[config.mk]
export PLATFORM = sky130hd
export DESIGN_NAME = dft14_complex_butterfly
export DESIGN_NICKNAME = d
export VERILOG_FILES = /design/src/design/dft14_pkg.sv /design/src/design/dft14_complex_butterfly.sv /design/src/design/dft14_ram.sv /design/src/design/dft14_front.sv /design/src/design/dft14_back.sv
export VERILOG_INCLUDE_DIRS = /design/src /design/src/design
export SDC_FILE = /design/constraint.sdc
export NUM_CORES = 2
export LEC_CHECK = 0
export ABC_AREA = 1
export BUFFER_PORTS_ARGS = -buffer_cell sky130_fd_sc_hd__buf_2
export CORE_ASPECT_RATIO = 1.1
export CORE_MARGIN = 2
export CORE_UTILIZATION = 39
export CTS_BUF_LIST = sky130_fd_sc_hd__clkbuf_4
export CTS_CLUSTER_DIAMETER = 200
export DETAILED_ROUTE_END_ITERATION = 16
export GPL_TIMING_DRIVEN = 0
export PLACE_DENSITY_LB_ADDON = 0.25
export SLEW_MARGIN = 20
export SYNTH_ARGS = -nofsm -noshare
export SYNTH_HDL_FRONTEND = slang
export SYNTH_SLANG_ARGS = --single-unit
[constraint.sdc]
create_clock -name clk -period 7.8 [get_ports clk]
set_input_delay 2.34 -clock clk [delete_from_list [all_inputs] [get_ports clk]]
set_output_delay 2.34 -clock clk [all_outputs]
set_load 0.01 [all_outputs]
[src/design/dft14_complex_butterfly_assert.svh]
// Assertion macros for the 14-point DFT block.
// Included by the top level; depends on nothing else.
`ifndef DFT14_COMPLEX_BUTTERFLY_ASSERT_SVH
`define DFT14_COMPLEX_BUTTERFLY_ASSERT_SVH

// Implication checked every clock once reset is released.
`define DFT_ASSERT_IMPL(label, clk, rst_n, ante, cons, msg) \
  label: assert property (@(posedge clk) disable iff (!rst_n) (ante) |-> (cons)) \
    else $error(msg);

// Next-cycle implication.
`define DFT_ASSERT_NEXT(label, clk, rst_n, ante, cons, msg) \
  label: assert property (@(posedge clk) disable iff (!rst_n) (ante) |=> (cons)) \
    else $error(msg);

`endif

[src/design/dft14_pkg.sv]
// Shared types and constants of the 14-point DFT block.
// No dependencies.
package dft14_pkg;

  localparam int FRAME_LEN = 14;

  // Q1.31 twiddle magnitudes: 0, 1, cos/sin of pi/7, 2pi/7, 3pi/7.
  localparam logic [31:0] Q31_MAG [8] = '{
    32'd0, 32'd2147483648, 32'd1934815911, 32'd931758235,
    32'd1338934154, 32'd1678970324, 32'd477860067, 32'd2093641749
  };

  // Signed selector codes for cos and sin of angle m*pi/7.
  localparam logic signed [3:0] COS_CODE [14] = '{
    4'sd1, 4'sd2, 4'sd4, 4'sd6, -4'sd6, -4'sd4, -4'sd2,
    -4'sd1, -4'sd2, -4'sd4, -4'sd6, 4'sd6, 4'sd4, 4'sd2
  };
  localparam logic signed [3:0] SIN_CODE [14] = '{
    4'sd0, 4'sd3, 4'sd5, 4'sd7, 4'sd7, 4'sd5, 4'sd3,
    4'sd0, -4'sd3, -4'sd5, -4'sd7, -4'sd7, -4'sd5, -4'sd3
  };

  // Command from front part to back part: which buffer holds a full frame.
  typedef struct packed {
    logic bank;
  } frame_cmd_t;

  // Back-part control state.
  typedef enum logic [1:0] {
    BK_IDLE = 2'b01,
    BK_RUN  = 2'b10
  } bk_state_t;

endpackage

[src/design/dft14_complex_butterfly.sv]
// Top level of the streaming 14-point forward DFT.
// Depends on dft14_pkg, dft14_ram, dft14_front, dft14_back and the assert header.
//
// Samples enter one per cycle while busy is low; a transaction is accepted
// when start is high and busy is low. Once the 14th sample of a frame is
// accepted the frame is posted as a command, and the back part takes it
// when idle and computes 14 bins, one complex multiply-accumulate per cycle.
// Bin 0 appears once the frame is taken, its 14 samples are read and the
// sum has passed the read, product and round registers; each later bin
// follows in turn once its samples are read. The frame store is
// double-buffered: the next frame fills while the previous one is
// transformed, and a two-entry command queue tracks both buffers; busy
// rises when a second complete frame waits while the first is still being
// transformed, and falls after the last read of the running frame. Each
// bin appears for exactly one cycle with out_valid high; the receiver
// cannot stall, so capture it when the strobe is seen. Bins come in order
// 0..13, out_frame_last marks bin 13. Results are rounded to nearest, ties
// up, and never overflow.
`include "dft14_complex_butterfly_assert.svh"

module dft14_complex_butterfly #(
  parameter int SAMPLE_BITS  = 16,
  parameter int TWIDDLE_BITS = 16
) (
  input  logic                   clk,
  input  logic                   rst_n,
  input  logic                   start,
  output logic                   busy,
  input  logic [SAMPLE_BITS-1:0] in_sample_real,
  input  logic [SAMPLE_BITS-1:0] in_sample_imag,
  output logic                   out_valid,
  output logic [SAMPLE_BITS+4:0] out_bin_real,
  output logic [SAMPLE_BITS+4:0] out_bin_imag,
  output logic [3:0]             out_bin_index,
  output logic                   out_frame_last
);
  logic                     take, we, full, cmd_pop, cmd_valid;
  logic [4:0]               waddr, raddr;
  logic [2*SAMPLE_BITS-1:0] wdata, rdata;
  dft14_pkg::frame_cmd_t    cmd;

  assign busy = full;
  assign take = start && !busy;

  // accept and store samples, post full frames
  dft14_front #(.SAMPLE_BITS(SAMPLE_BITS)) u_front (
    .clk, .rst_n, .take, .in_sample_real, .in_sample_imag,
    .we, .waddr, .wdata, .full, .cmd_pop, .cmd_valid, .cmd
  );

  // two frame buffers of 14 samples each
  dft14_ram #(.WIDTH(2*SAMPLE_BITS), .DEPTH(32)) u_store (
    .clk, .we, .waddr, .wdata, .raddr, .rdata
  );

  // transform one frame at a time
  dft14_back #(.SAMPLE_BITS(SAMPLE_BITS), .TWIDDLE_BITS(TWIDDLE_BITS)) u_back (
    .clk, .rst_n, .cmd_valid, .cmd, .cmd_pop, .raddr, .rdata,
    .done_valid(out_valid), .done_real(out_bin_real), .done_imag(out_bin_imag),
    .done_index(out_bin_index), .done_last(out_frame_last)
  );

  `DFT_ASSERT_IMPL(a_last_is_13, clk, rst_n, out_valid && out_frame_last, out_bin_index == 4'd13, "last bin is not 13")
  `DFT_ASSERT_NEXT(a_bin_order, clk, rst_n, out_valid && !out_frame_last, !out_valid, "bins too close")
  `DFT_ASSERT_IMPL(a_pop_valid, clk, rst_n, cmd_pop, cmd_valid, "pop from empty queue")
endmodule

[src/design/dft14_ram.sv]
// Generic single-write, single-read RAM with registered read.
// No dependencies.
module dft14_ram #(
  parameter int WIDTH = 32,
  parameter int DEPTH = 28
) (
  input  logic                     clk,
  input  logic                     we,
  input  logic [$clog2(DEPTH)-1:0] waddr,
  input  logic [WIDTH-1:0]         wdata,
  input  logic [$clog2(DEPTH)-1:0] raddr,
  output logic [WIDTH-1:0]         rdata
);
  logic [WIDTH-1:0] mem [DEPTH];

  always_ff @(posedge clk) begin
    if (we) begin
      mem[waddr] <= wdata;
    end
    rdata <= mem[raddr];
  end
endmodule

[src/design/dft14_front.sv]
// Front part: writes samples into the double-buffered frame store, counts
// the fill and posts a frame command into a two-entry queue. Uses dft14_pkg.
module dft14_front #(
  parameter int SAMPLE_BITS = 16
) (
  input  logic                   clk,
  input  logic                   rst_n,
  input  logic                   take,
  input  logic [SAMPLE_BITS-1:0] in_sample_real,
  input  logic [SAMPLE_BITS-1:0] in_sample_imag,
  output logic                   we,
  output logic [4:0]             waddr,
  output logic [2*SAMPLE_BITS-1:0] wdata,
  output logic                   full,
  input  logic                   cmd_pop,
  output logic                   cmd_valid,
  output dft14_pkg::frame_cmd_t  cmd
);
  logic [3:0] fill_r, fill_nxt;
  logic       bank_r, bank_nxt;
  logic [1:0] cnt_r, cnt_nxt;
  logic       q_r [2];
  logic       qh_r, qh_nxt;
  logic       push;

  assign push  = take && (fill_r == 4'd13);
  assign we    = take;
  assign waddr = {bank_r, fill_r};
  assign wdata = {in_sample_imag, in_sample_real};
  // hold input once both buffers hold frames the back part has not finished
  assign full      = (cnt_r == 2'd2);
  assign cmd_valid = (cnt_r != 2'd0);
  assign cmd.bank  = q_r[qh_r];

  always_comb begin
    fill_nxt = fill_r;
    bank_nxt = bank_r;
    cnt_nxt  = cnt_r;
    qh_nxt   = qh_r;
    if (take) begin
      fill_nxt = push ? 4'd0 : fill_r + 4'd1;
      if (push) begin
        bank_nxt = ~bank_r;
      end
    end
    if (push && !cmd_pop) begin
      cnt_nxt = cnt_r + 2'd1;
    end else if (!push && cmd_pop) begin
      cnt_nxt = cnt_r - 2'd1;
    end
    if (cmd_pop) begin
      qh_nxt = ~qh_r;
    end
  end

  always_ff @(posedge clk) begin
    if (!rst_n) begin
      fill_r <= 4'd0;
      bank_r <= 1'b0;
      cnt_r  <= 2'd0;
      qh_r   <= 1'b0;
    end else begin
      fill_r <= fill_nxt;
      bank_r <= bank_nxt;
      cnt_r  <= cnt_nxt;
      qh_r   <= qh_nxt;
    end
    if (push) begin
      q_r[qh_r ^ cnt_r[0]] <= bank_r;
    end
  end
endmodule

[src/design/dft14_back.sv]
// Back part: for each bin, walks the 14 stored samples through one complex
// multiply-accumulate, rounds and emits the bin. Uses dft14_pkg.
module dft14_back #(
  parameter int SAMPLE_BITS  = 16,
  parameter int TWIDDLE_BITS = 16
) (
  input  logic                       clk,
  input  logic                       rst_n,
  input  logic                       cmd_valid,
  input  dft14_pkg::frame_cmd_t      cmd,
  output logic                       cmd_pop,
  output logic [4:0]                 raddr,
  input  logic [2*SAMPLE_BITS-1:0]   rdata,
  output logic                       done_valid,
  output logic [SAMPLE_BITS+4:0]     done_real,
  output logic [SAMPLE_BITS+4:0]     done_imag,
  output logic [3:0]                 done_index,
  output logic                       done_last
);
  localparam int F    = TWIDDLE_BITS - 1;
  localparam int TW   = TWIDDLE_BITS + 1;          // signed twiddle width
  localparam int PW   = SAMPLE_BITS + TW;          // product width
  localparam int AW   = PW + 5;                    // accumulator width
  localparam int OW   = SAMPLE_BITS + 5;
  localparam int SH   = 31 - F;

  dft14_pkg::bk_state_t st_r, st_nxt;
  logic       bank_r, bank_nxt;
  logic [3:0] k_r, k_nxt, n_r, n_nxt;
  logic [3:0] m_r, m_nxt;          // n*k mod 14 kept incrementally
  // pipeline: stage 1 = RAM read, stage 2 = products, stage 3 = accumulate
  logic       v1_r, v2_r, l1_r, l2_r, f1_r, f2_r;
  logic [3:0] m1_r, k1_r, k2_r;
  logic signed [TW-1:0] c1, s1;
  logic signed [PW-1:0] p_rc_r, p_is_r, p_ic_r, p_rs_r;
  logic signed [AW-1:0] acc_re_r, acc_im_r, sum_re, sum_im;
  logic signed [SAMPLE_BITS-1:0] xr, xi;

  function automatic logic signed [TW-1:0] tw(input logic signed [3:0] code);
    logic [32:0] t;
    logic [3:0]  a;
    logic signed [TW-1:0] mg;
    a  = code[3] ? 4'(-code) : code;
    t  = {1'b0, dft14_pkg::Q31_MAG[a[2:0]]};
    if (SH > 0) begin
      t = (t + (33'd1 << (SH - 1))) >> SH;
    end
    mg = TW'(t);
    return code[3] ? -mg : mg;
  endfunction

  assign xr = rdata[SAMPLE_BITS-1:0];
  assign xi = rdata[2*SAMPLE_BITS-1:SAMPLE_BITS];
  assign c1 = tw(dft14_pkg::COS_CODE[m1_r]);
  assign s1 = tw(dft14_pkg::SIN_CODE[m1_r]);
  assign raddr = {bank_r, n_r};
  // release the buffer with the last read of the frame
  assign cmd_pop = (st_r == dft14_pkg::BK_RUN) && (n_r == 4'd13) && (k_r == 4'd13);

  always_comb begin
    st_nxt   = st_r;
    bank_nxt = bank_r;
    k_nxt    = k_r;
    n_nxt    = n_r;
    m_nxt    = m_r;
    unique case (st_r)
      dft14_pkg::BK_IDLE: begin
        if (cmd_valid) begin
          st_nxt   = dft14_pkg::BK_RUN;
          bank_nxt = cmd.bank;
          k_nxt = 4'd0; n_nxt = 4'd0; m_nxt = 4'd0;
        end
      end
      dft14_pkg::BK_RUN: begin
        if (n_r == 4'd13) begin
          n_nxt = 4'd0;
          m_nxt = 4'd0;
          k_nxt = k_r + 4'd1;
          if (k_r == 4'd13) begin
            st_nxt = dft14_pkg::BK_IDLE;
          end
        end else begin
          n_nxt = n_r + 4'd1;
          // advance angle by k modulo 14
          m_nxt = ({1'b0, m_r} + {1'b0, k_r} >= 5'd14) ? m_r + k_r - 4'd14 : m_r + k_r;
        end
      end
      default: st_nxt = dft14_pkg::BK_IDLE;
    endcase
  end

  assign sum_re = (f2_r ? AW'(0) : acc_re_r) + AW'(p_rc_r) + AW'(p_is_r);
  assign sum_im = (f2_r ? AW'(0) : acc_im_r) + AW'(p_ic_r) - AW'(p_rs_r);

  always_ff @(posedge clk) begin
    if (!rst_n) begin
      st_r <= dft14_pkg::BK_IDLE;
      v1_r <= 1'b0;
      v2_r <= 1'b0;
      done_valid <= 1'b0;
    end else begin
      st_r <= st_nxt;
      v1_r <= (st_r == dft14_pkg::BK_RUN);
      v2_r <= v1_r;
      done_valid <= v2_r && l2_r;
    end
    bank_r <= bank_nxt;
    k_r <= k_nxt; n_r <= n_nxt; m_r <= m_nxt;
    m1_r <= m_r; k1_r <= k_r;
    l1_r <= (n_r == 4'd13); f1_r <= (n_r == 4'd0);
    p_rc_r <= PW'(xr * c1);
    p_is_r <= PW'(xi * s1);
    p_ic_r <= PW'(xi * c1);
    p_rs_r <= PW'(xr * s1);
    l2_r <= l1_r; f2_r <= f1_r; k2_r <= k1_r;
    if (v2_r) begin
      acc_re_r <= sum_re;
      acc_im_r <= sum_im;
    end
    // round to nearest, ties up
    done_real  <= OW'((sum_re + (AW'(1) <<< (F - 1))) >>> F);
    done_imag  <= OW'((sum_im + (AW'(1) <<< (F - 1))) >>> F);
    done_index <= k2_r;
    done_last  <= (k2_r == 4'd13);
  end
endmodule
==> flow_summary.ini <==
[critical_path]
path_common_cell = buf_12
critical_path_class = register to register
slowest_delay_ns = 0.62
worstSetupStartpointType = register
cp-end-kind = register
worst-path-max-fanout = 5
r2r_setup_slack_ns = -0.75
cp.arrival_ns = 9.59
critPathSlowestCell = fa_2
required_ns = 8.84

[synthesis]
netlist_top_cells_area = edfxtp_1 (34%), fa_1 (24%), inv_1 (7.0%), ha_1 (5.6%), nor2_1 (5.3%)
synthTopCellsByCount = inv_1 (1830), nor2_1 (1378), nand2_1 (1225), fa_1 (1168), edfxtp_1 (1111)
synthXorXnorAreaFrac = 0.02135
synth_simple_gate_area_frac = 0.1247
syn_nets = 11510
synthArstFlopShare = 0
synthFlopType = edfxtp_1
netlist_area_sq_um = 97700
yosys.area.top_type_share = 0.3415
syn_inst = 9869
yosysSeqAreaShare = 0.3906
synth_compound_area_frac = 0.07945
yosys_warnings = 0
synthMostInstantiatedCell = inv_1
synth_edf_count = 1111
synth_fa_ha_area_frac = 0.2957
synth_top_area_cell = edfxtp_1
synth_area_per_cell_sq_um = 9.900
synth_top_family_by_area = adder cells
synth_mux_area_frac = 0
ys_seq_elements = 1351
synth.distinct_cells = 65

[drt]
vias = 76020
drtPass1Iterations = 6
drt-initial-drc-count = 6856
avgRoutedWirePerCell_microns = 24.87
drt-total-wl_microns = 353700
post-route-drc-count = 0
vias_per_cell = 5.346
ant_nets = 0

[die]
fp-row-count = 192
chipHeight_microns = 529.0
die-area_sq_um = 254500
io_pins = 84
core_sq_um = 248900
die_w_microns = 481.2
start_util = 0.3926

[global_routing]
grt_max_degree = 39
antenna_found_initial = 18
grt_pass1_vias = 78360
gr-total-overflow = 0
track_usage = 0.2755
grt_first_pass_wirelength_microns = 511700

[timing]
rsz0062_at_grt = true
final_hold_viol_count = 0
clock-skew-final_ns = 0.1618
finalCritPeriodShare = 1.097
fmax_mhz = 116.9
post-route-min-period_ns = 8.553
worstMarginPinSlew_ns = 1.299
timing.final.ws_setup_ns = -0.7530
relSlewSlack = 0.1341
finalSetupViolCount = 69
slew_viol_final = 0

[clock_tree]
cts_made_buffers = 361
htreeDepth = 5
clkTransAtPathRegs_ns = 0.08
ctsRootBufferMaster = clkbuf_4
clk_latency_ns = 1.29
cts_tree = built
hold_buffers = 0
cts_num_sinks = 1351
clock_path_buffers = 4

[run_status]
status = finished with violations
violations = setup timing

[cells_and_area]
nets = 12300
area_delta_synth_final_pct = 17.24
nFillCells = 23890
finalNonFillerCells = 14220
multi_input_area_sq_um = 54480
seq_area_sq_um = 38180
drive_gt1_frac = 0.1604

[worst_hold_path]
hp-class = register to register

[job]
cap_violations = 0

[place]
dpl.cell_count = 13290
gp_congestion = 0.9844
numPortBuffers = 83
place_hpwl_microns = 269700
[cells by family (layout without fill, tap and decap cells)]
group	count (synthesis)	in the layout
AO/OA/AOI/OAI	1398	1398
XOR/XNOR	233	233
AND/OR/NAND/NOR	3021	3022
flip-flops	1351	1351
other	0	11
buffers and inverters	2258	3299
adder cells (fa/ha/maj)	1608	1608
[layer usage]
metal,GRT usage,wire length (microns),share of wire,vias to the layer above
li1,-,-,-,33220
met5,0,161,0.00046,-
met2,0.4579,168900,0.48,3447
met1,0.3350,133100,0.38,38390
met4,0.1531,23220,0.066,22
met3,0.05464,28320,0.080,939
[cell usage in the layout (no fill, tap or decap), drive strengths merged, types with 48 or more instances in the layout]
cell type and instances:
clkinv 103, edfxtp 1111, o21ai 699, ha 440, fa 1168, dfxtp 240, buf 499, nor2 1396
a21oi 292, nand3 247, a31oi 48, xor2 155, o22ai 228, nand2 1259, clkbuf 827, nand4 57
inv 1856, xnor2 78
[path summary, 6_finish.rpt]
check | cells after the start | to | start
max | 45 | u_back.p_ic_r[29] | u_back.m1_r[3]
min | 0 | u_back.k2_r[3] | u_back.k1_r[3]
max reg2reg | 45 | u_back.p_ic_r[29] | u_back.m1_r[3]
min reg2reg | 0 | u_back.k2_r[3] | u_back.k1_r[3]
[layout make-up]
cell class,count,area share
clock buffer,516,0.03382
antenna,11,0.0002403
clock inverter,101,0.005112
multi-input combinational,6261,0.4756
timing repair buffer,425,0.03448
buffer,385,0.01892
sequential,1351,0.3333
inverter,1872,0.06250
tap,3298,0.03602
[per-stage QoR]
step	area (sq um)	hold slack, ns	setup TNS, ns	setup WS (ns)	utilization
3_3_place_gp	102500	0.3156	-163.80	-2.807	0.4120
6_report	114600	0.3198	-25.42	-0.7530	0.4603
5_1_grt	114500	0.3252	-44.28	-0.9777	0.4602
3_5_place_dp	103600	0.3143	-164.36	-2.847	0.4161
4_1_cts	111900	0.3180	-16.20	-0.6329	0.4494
2_1_floorplan	98010	0.3096	-0.07877	-0.05507	-
[state kept, by name, summed over array words and instances (netlist names), 2 cells and up]
signal	count
u_front.cnt_r	2
u_front.q_r	2
u_back.acc_re_r	36
u_store.mem	1024
u_back.done_real	21
u_back.p_rc_r	33
u_back.k1_r	4
u_back.acc_im_r	36
u_back.done_index	4
u_back.m_r	4
u_back.st_r	2
u_back.k_r	4
u_back.done_imag	21
u_back.k2_r	4
u_back.p_ic_r	33
u_back.p_is_r	33
u_front.fill_r	4
u_back.p_rs_r	33
u_back.m1_r	4
u_back.n_r	4
u_store.rdata	32
[what timing repair did]
| action | in CTS | in global routing |
|---|---|---|
| gates cloned | 0 | 3 |
| pin swaps | 206 | 195 |
| buffers inserted | 186 | 121 |
| endpoints found under the setup margin | 104 | 83 |
| resized for setup | 583 | 416 |
[worst max-delay path: cells and delay by family (launching register included)]
kind,cells,cell delay (ns)
AOI/OAI and AO/OA,4,0.60
xor gates and xnor gates,2,0.34
adders and majority gates,10,3.87
buffers and inverters,15,1.49
DFF,1,0.36
and+or+nand+nor,14,1.75
Power is left out: the tool's default activity adds up to more than one toggle a clock period on the data nets, which glitch-free logic cannot reach.
